## src/rtl/core/sparse_row_compressed_element_store_assert.svh

```systemverilog
// Assertion macros for the sparse row compressed element store.
`ifndef SPARSE_ROW_COMPRESSED_ELEMENT_STORE_ASSERT_SVH
`define SPARSE_ROW_COMPRESSED_ELEMENT_STORE_ASSERT_SVH

// Check that an antecedent implies a consequent on the next edge.
`define SRC_ASSERT_NEXT(label, ante, cons) \
  label: assert property (@(posedge clk) disable iff (rst) (ante) |=> (cons)) \
    else $error("assertion failed");

// Check that an antecedent implies a consequent at the same edge.
`define SRC_ASSERT_NOW(label, ante, cons) \
  label: assert property (@(posedge clk) disable iff (rst) (ante) |-> (cons)) \
    else $error("assertion failed");

`endif

```

## src/rtl/core/srces_pkg.sv

```systemverilog
// Package with the types, constants and codes of the sparse element store.
package srces_pkg;

  localparam int MaxNonzeros = 1024;
  localparam int MaxRows     = 256;
  localparam int MaxCols     = 1024;
  localparam int PosW        = $clog2(MaxNonzeros);
  localparam int CntW        = $clog2(MaxNonzeros + 1);
  localparam int PtrW        = $clog2(MaxRows + 1);
  localparam int ColW        = $clog2(MaxCols);

  localparam logic [1:0] CMD_READ  = 2'd0;
  localparam logic [1:0] CMD_PLACE = 2'd1;
  localparam logic [1:0] CMD_CLEAR = 2'd2;

  localparam logic [1:0] ST_OK    = 2'd0;
  localparam logic [1:0] ST_RANGE = 2'd1;
  localparam logic [1:0] ST_FULL  = 2'd2;

  localparam logic CFG_ROWS = 1'b0;
  localparam logic CFG_COLS = 1'b1;

  typedef struct packed {
    logic [1:0]  command;
    logic [7:0]  row_index;
    logic [9:0]  col_index;
    logic [63:0] write_value;
  } in_item_t;

  typedef struct packed {
    logic [63:0] read_value;
    logic [1:0]  status;
    logic [10:0] nonzero_count;
  } out_item_t;

  typedef enum logic [3:0] {
    S_WIPE, S_IDLE, S_PTR0, S_PTR1, S_PTR2, S_SCAN_RD, S_SCAN_CHK,
    S_SHUP_RD, S_SHUP_WR, S_SHDN_RD, S_SHDN_WR, S_PTR_RD, S_PTR_WR, S_CLEAR, S_DONE
  } state_t;

  // Commands from controller to datapath.
  typedef struct packed {
    logic latch;
    logic ptr_rd;     // read row_start at pointer address
    logic ptr_sel;    // 0: row, 1: row+1
    logic take_start;
    logic take_end;
    logic scan_inc;
    logic ent_rd_prev;  // read entry at move index-1 (up shift)
    logic ent_rd_next;  // read entry at move index+1 (down shift)
    logic ent_wr_move;
    logic move_dec;
    logic move_inc;
    logic move_init_up;
    logic move_init_dn;
    logic ent_wr_new;
    logic val_wr_found;
    logic ptr_init;
    logic ptr_step;
    logic ptr_wr_inc;
    logic ptr_wr_dec;
    logic clr_init;
    logic clr_step;
    logic cnt_inc;
    logic cnt_dec;
    logic cnt_clr;
    logic pend_load;  // capture the finished item's status and read value
    logic [1:0] pend_status;
    logic pend_read;
    logic res_load;   // move the captured result to the output register
  } dp_cmd_t;

  typedef struct packed {
    logic in_range;
    logic scan_more;  // scan index below end
    logic hit;
    logic past;       // column beyond target
    logic nonzero;
    logic full;
    logic up_done;
    logic dn_done;
    logic ptr_last;   // pointer index at the last row pointer
    logic [1:0] command;
  } dp_stat_t;

endpackage

```

## src/rtl/core/srces_ctrl.sv

```systemverilog
// Controller state machine of the sparse element store.
module srces_ctrl (
  input  logic                clk,
  input  logic                rst,
  input  logic                in_fire,
  input  logic                out_fire,
  input  srces_pkg::dp_stat_t stat,
  output srces_pkg::dp_cmd_t  cmd,
  output logic                busy,
  output logic                res_valid
);
  import srces_pkg::*;

  state_t state, state_next;
  logic   rv, rv_next;
  logic   up, up_next;

  always_ff @(posedge clk) begin
    if (rst) begin
      state <= S_WIPE;
      rv    <= 1'b0;
      up    <= 1'b0;
    end else begin
      state <= state_next;
      rv    <= rv_next;
      up    <= up_next;
    end
  end

  assign busy      = state != S_IDLE;
  assign res_valid = rv;

  always_comb begin
    state_next = state;
    rv_next    = rv && !out_fire;
    up_next    = up;
    cmd        = '0;
    unique case (state)
      S_WIPE: begin
        // Sweep the row pointers to zero after reset.
        cmd.clr_step = 1'b1;
        if (stat.ptr_last) state_next = S_IDLE;
      end
      S_IDLE: begin
        if (in_fire) begin
          cmd.latch  = 1'b1;
          state_next = S_PTR0;
        end
      end
      S_PTR0: begin
        if (stat.command == CMD_CLEAR) begin
          cmd.clr_init = 1'b1;
          cmd.cnt_clr  = 1'b1;
          state_next   = S_CLEAR;
        end else if (stat.command == CMD_READ || stat.command == CMD_PLACE) begin
          if (!stat.in_range) begin
            cmd.pend_load   = 1'b1;
            cmd.pend_status = ST_RANGE;
            state_next      = S_DONE;
          end else begin
            cmd.ptr_rd = 1'b1;
            state_next = S_PTR1;
          end
        end else begin
          cmd.pend_load = 1'b1;
          state_next    = S_DONE;
        end
      end
      S_PTR1: begin
        cmd.take_start = 1'b1;
        cmd.ptr_rd     = 1'b1;
        cmd.ptr_sel    = 1'b1;
        state_next     = S_PTR2;
      end
      S_PTR2: begin
        // Row end lands now; the first entry is read at the same time.
        cmd.take_end = 1'b1;
        state_next   = S_SCAN_CHK;
      end
      S_SCAN_RD: begin
        state_next = S_SCAN_CHK;
      end
      S_SCAN_CHK: begin
        // val_q/col_q hold the entry at scan; scan_more checks scan < end.
        if (stat.scan_more && stat.hit) begin
          if (stat.command == CMD_READ) begin
            cmd.pend_load = 1'b1;
            cmd.pend_read = 1'b1;
            state_next    = S_DONE;
          end else if (stat.nonzero) begin
            cmd.val_wr_found = 1'b1;
            cmd.pend_load    = 1'b1;
            state_next       = S_DONE;
          end else begin
            cmd.move_init_dn = 1'b1;
            up_next          = 1'b0;
            state_next       = S_SHDN_RD;
          end
        end else if (stat.scan_more && !stat.past) begin
          cmd.scan_inc = 1'b1;
          state_next   = S_SCAN_RD;
        end else begin
          if (stat.command == CMD_READ || !stat.nonzero) begin
            cmd.pend_load = 1'b1;
            state_next    = S_DONE;
          end else if (stat.full) begin
            cmd.pend_load   = 1'b1;
            cmd.pend_status = ST_FULL;
            state_next      = S_DONE;
          end else begin
            cmd.move_init_up = 1'b1;
            up_next          = 1'b1;
            state_next       = S_SHUP_RD;
          end
        end
      end
      S_SHUP_RD: begin
        if (stat.up_done) begin
          cmd.ent_wr_new = 1'b1;
          cmd.cnt_inc    = 1'b1;
          cmd.ptr_init   = 1'b1;
          state_next     = S_PTR_RD;
        end else begin
          cmd.ent_rd_prev = 1'b1;
          state_next      = S_SHUP_WR;
        end
      end
      S_SHUP_WR: begin
        cmd.ent_wr_move = 1'b1;
        cmd.move_dec    = 1'b1;
        state_next      = S_SHUP_RD;
      end
      S_SHDN_RD: begin
        if (stat.dn_done) begin
          cmd.cnt_dec  = 1'b1;
          cmd.ptr_init = 1'b1;
          state_next   = S_PTR_RD;
        end else begin
          cmd.ent_rd_next = 1'b1;
          state_next      = S_SHDN_WR;
        end
      end
      S_SHDN_WR: begin
        cmd.ent_wr_move = 1'b1;
        cmd.move_inc    = 1'b1;
        state_next      = S_SHDN_RD;
      end
      S_PTR_RD: begin
        // Pointer at pidx lands in ptr_q for the write-back.
        state_next = S_PTR_WR;
      end
      S_PTR_WR: begin
        if (up) cmd.ptr_wr_inc = 1'b1;
        else    cmd.ptr_wr_dec = 1'b1;
        cmd.ptr_step = 1'b1;
        if (stat.ptr_last) begin
          cmd.pend_load = 1'b1;
          state_next    = S_DONE;
        end else begin
          state_next = S_PTR_RD;
        end
      end
      S_CLEAR: begin
        cmd.clr_step = 1'b1;
        if (stat.ptr_last) begin
          cmd.pend_load = 1'b1;
          state_next    = S_DONE;
        end
      end
      S_DONE: begin
        if (!rv || out_fire) begin
          cmd.res_load = 1'b1;
          rv_next      = 1'b1;
          state_next   = S_IDLE;
        end
      end
      default: state_next = S_IDLE;
    endcase
  end

endmodule

```

## config.mk

```make
export PLATFORM = sky130hd
export DESIGN_NAME = srces_ctrl
export DESIGN_NICKNAME = d
export VERILOG_FILES = /design/src/rtl/core/sparse_row_compressed_element_store_assert.svh /design/src/rtl/core/srces_pkg.sv /design/src/rtl/core/srces_ctrl.sv
export SDC_FILE = /design/constraint.sdc
export NUM_CORES = 1
export LEC_CHECK = 0
export BUFFER_PORTS_ARGS = -buffer_cell sky130_fd_sc_hd__buf_2
export CAP_MARGIN = 10
export CORE_MARGIN = 2
export CORE_UTILIZATION = 44
export CTS_CLUSTER_DIAMETER = 80
export DETAILED_ROUTE_END_ITERATION = 7
export MAX_ROUTING_LAYER = met4
export PLACE_DENSITY = 0.79
export SLEW_MARGIN = 20
export SYNTH_ARGS = -nofsm -noshare
export SYNTH_HDL_FRONTEND = slang
export SYNTH_SLANG_ARGS = --single-unit
```

## constraint.sdc

```tcl
create_clock -name clk -period 2.1 [get_ports clk]
set_clock_uncertainty 0.05 [all_clocks]
set_input_delay 0.105 -clock clk [delete_from_list [all_inputs] [get_ports clk]]
set_output_delay 0.105 -clock clk [all_outputs]
set_load 0.02 [all_outputs]
```

Word-level counts from Yosys, hierarchy flattened
Cells that the tools add are included.
{"block": "classes", "n_eq_ne": 26, "mux": 85, "reduce_logical": 18}
{"op": "one-hot mux 4 bit (14 select lines)", "n": 1}
{"op": "2-to-1 mux 1 bit", "n": 55}
{"op": "2-to-1 mux 4 bit", "n": 12}
{"op": "equality test 4 bit (second input constant)", "n": 7}
{"op": "2-to-1 mux 3 bit", "n": 7}
{"op": "equality test 4 x 3 -> 1 bit (second input constant)", "n": 4}
{"op": "!= test 2 bit (second input constant)", "n": 8}
{"op": "2-to-1 mux 2 bit", "n": 6}
{"op": "equality test 4 x 2 -> 1 bit (second input constant)", "n": 2}
{"op": "OR reduction 2 bit", "n": 4}
{"op": "AND reduction 6 bit", "n": 1}
{"op": "equality test 4 x 1 -> 1 bit (second input constant)", "n": 1}
{"op": "zero test 1 bit", "n": 4}
{"op": "zero test 4 bit", "n": 1}
{"op": "!= test 4 x 1 -> 1 bit (second input constant)", "n": 1}
{"op": "one-hot mux 1 bit (2 select lines)", "n": 2}
{"op": "one-hot mux 2 bit (2 select lines)", "n": 1}
{"op": "AND reduction 4 bit", "n": 1}
{"op": "logical AND 1 bit", "n": 3}
{"op": "logical OR 1 bit", "n": 3}
{"op": "one-hot mux 1 bit (3 select lines)", "n": 1}
{"op": "equality test 2 x 1 -> 1 bit (second input constant)", "n": 1}
{"op": "equality test 2 bit (second input constant)", "n": 1}
{"op": "zero test 2 bit", "n": 1}
{"op": "!= test 2 x 1 -> 1 bit (second input constant)", "n": 1}
{"block": "totals", "ff_bits": 6, "input_bits": 15, "out_inout_bits": 31}

Longest topological paths before layout
{"block": "logic_depth", "word_depth": 6, "depth_mapped": 6, "depth_no_buf": 4}

Least setup slack after synthesis
No wires, ideal clock.
{"block": "synth_timing", "path_type": "reg-to-output", "startpoint": "reg state[1]", "endpoint": "out cmd[15] (netlist name)", "arrival_time_ps": 1688, "slack_ps": 257, "path_stages_with_launch": 6, "cell_sequence": "dfxtp_1 buf_4 clkbuf_1 nand2_1 nor3_1 buf_4"}
{"item": "start, declared", "line_no": "srces_ctrl.sv:14", "text": "state_t state, state_next;"}
{"item": "start signal, assigned", "line_no": "srces_ctrl.sv:24", "text": "state <= state_next;"}
{"item": "end, declared", "line_no": "srces_ctrl.sv:8", "text": "output srces_pkg::dp_cmd_t cmd,"}

==> out/metrics.cfg <==
[global_routing]
antenna_found_initial = 0
grtUsageTotal = 0.266
grt_overflow = 0
grt_pass1_wl_microns = 4190
grt_pass1_vias = 971
grt_max_degree = 13

[placed_design]
hpwl_microns = 2080
portBuffers = 45
globalplace.congestion = 0.886

[floorplan]
die_w_microns = 48.0
rows = 15
core_sq_mm = 0.00178
fp.dieH_microns = 48.0
start_util = 0.478
ios = 46
die_area_sq_mm = 0.00230

[worst_setup_path]
required_ns = 1.95
r2r_setup_slack_ns = 0.35
crit_path_start_kind = flop
r2r_cells = 4
cp_max_fo = 12
r2r-end = state[0]
crit_end = cmd[3]
crit_path_start = state[1]
r2r-start = state[1]
crit_type = reg2out
crit_arrival_ns = 1.82
end_kind = output port

[outcome]
status = complete, no violations

[clocking]
clockBufferDepth = 2
hold_buffers = 0
clock_sinks = 6
clkLatencyLatePin_ns = 0.27
clk_pin_slew_ns = 0.05
cts_tree = done
numCtsBuffers = 3
root_buffer = clkbuf_4
cts_htree_levels = 1

[timing]
fin_crit_sh = 0.941
max_clock_freq_mhz = 506
finalHoldViolCount = 0
drv_slew = 0
setup_viol = 0
setup_tns_ns = 0
max_slew_margin = 0.708
finalCriticalPeriod_ns = 1.98
tightest_slew_ns = 0.438
rsz0062_at_grt = false

[worst_hold_path]
holdPathStages = 2
min_path_type = in2reg

[route]
wire_per_inst_microns = 14.2
drc_errors = 0
drt-initial-drc-count = 52
first_pass_iters = 4
postRouteAntennaNets = 0
post_drt_via_cell_ratio = 5.99
route.vias.total = 1114
wl_microns = 2640

[pwr]
vdd_drop_max_v = 0.000208
leakage_nw = 0.502
power.density_mw_per_mm2 = 416

[finish]
nets = 178
num_antenna_cells = 0
area_growth_pct = 27.2
postLayoutCoreUtil = 0.608
drive_gt1_frac = 0.360
nFillCells = 178

[run]
cap_violations = 0

[synthesis]
syn-num-nets = 136
postSynthAreaPerCell_sq_um = 7.04
seq_area_frac_synth = 0.141
async_flop_share = 0
synth_flop_cell = dfxtp_1
synth_area_sq_um = 852
synthCells = 121
synth_cell_types = 48
ys_ff_latch = 6
yosysWarnings = 0
synth_edf_count = 0

## stage by stage
stage	total power [mW]	cells	hold slack, ns	setup WS (ns)	instance area (sq um)
after CTS	0.447	186	0.0518	0.0940	1080
after global routing	0.474	186	0.0606	0.0240	1080
after detailed placement	0.332	183	0.316	0.356	1060
after floorplan	0.274	121	0.124	0.257	852
after global placement	0.325	183	0.310	0.441	1060
final	0.451	186	0.0504	0.125	1080
## worst min path at each step
stage | startpoint | endpoint | slack (ns)
detailed placement | rst | res_valid | 0.32
global placement | rst | res_valid | 0.31
finish | rst | state[2] | 0.05
global route | rst | res_valid | 0.06
floorplan | rst | res_valid | 0.12
CTS | rst | state[2] | 0.05
## report_power, final
| group | switching (mW) | internal [mW] | total [mW] |
|---|---|---|---|
| registers | 0.0203 | 0.121 | 0.141 |
| logic | 0.116 | 0.0774 | 0.193 |
| clock network | 0.0513 | 0.0653 | 0.117 |
| total | 0.187 | 0.264 | 0.451 |
## registers in the layout, summed over array words and instances (netlist names)
name and flops:
up 1, res_valid 1, state 4
## critical path, cell delays in order, from the launching register on
cell       delay (ns)
dfxtp_1          0.53
nand4bb_1        0.30
or2_1            0.32
a211oi_1         0.20
buf_2            0.20
## metal layers
layer / vias to the layer above / GRT usage / routed length (microns) / share of wire
li1: 538 / - / - / -
met1: 505 / 0.327 / 1080 / 0.41
met2: 65 / 0.413 / 1270 / 0.48
met3: 6 / 0.0453 / 228 / 0.086
met4: 0 / 0.135 / 67 / 0.025
met5: - / - / 0 / 0
## synth_stat cells, types with 3 or more instances
master | n | area [sq um]
clkbuf_1 | 3 | 11.3
dfxtp_1 | 6 | 120
o31ai_1 | 3 | 22.5
buf_2 | 3 | 15.0
nor3_1 | 10 | 50.1
nor2_1 | 15 | 56.3
nand2_1 | 7 | 26.3
nand2b_1 | 7 | 43.8
buf_4 | 4 | 30.0
nand3_1 | 4 | 20.0
and3_1 | 6 | 37.5
inv_1 | 3 | 11.3
o21ai_1 | 3 | 15.0
a21oi_1 | 4 | 20.0
## area by class of cell
type | instances | area (sq um) | area share
sequential | 6 | 121 | 0.112
inverter | 4 | 15.0 | 0.0139
timing repair buffer | 49 | 255 | 0.236
clock buffer | 3 | 22.5 | 0.0208
tap | 25 | 31.3 | 0.0289
multi-input combinational | 99 | 638 | 0.589
## cells in the final DEF (no fill, tap or decap), drive strengths merged, types with 2 or more instances in the layout
master	netlist	routed
nand2b	7	7
and3	6	6
nand3	4	4
nor2	16	16
a2111oi	2	2
and2	2	2
o31ai	3	3
inv	4	4
clkbuf	3	3
nor2b	2	2
a211oi	2	2
dfxtp	6	6
nand4bb	2	2
o21ai	5	5
or3	2	2
buf	9	49
a21o	2	2
a21oi	4	4
nand4b	2	2
or2	2	2
nand2	7	7
nor3	10	10
## kinds of logic (layout without fill, tap and decap cells)
family,Yosys count,count (layout),synth area share
simple gates,67,67,0.461
compound gates,31,31,0.276
buf+inv,16,56,0.110
flops,6,6,0.141
mux,1,1,0.0117
## repair_timing
item,in CTS,in global routing
setup endpoints to repair,0,1
buffers inserted,0,0
gates resized for setup,0,1
No activity file was read; power rests on OpenSTA's default activity.
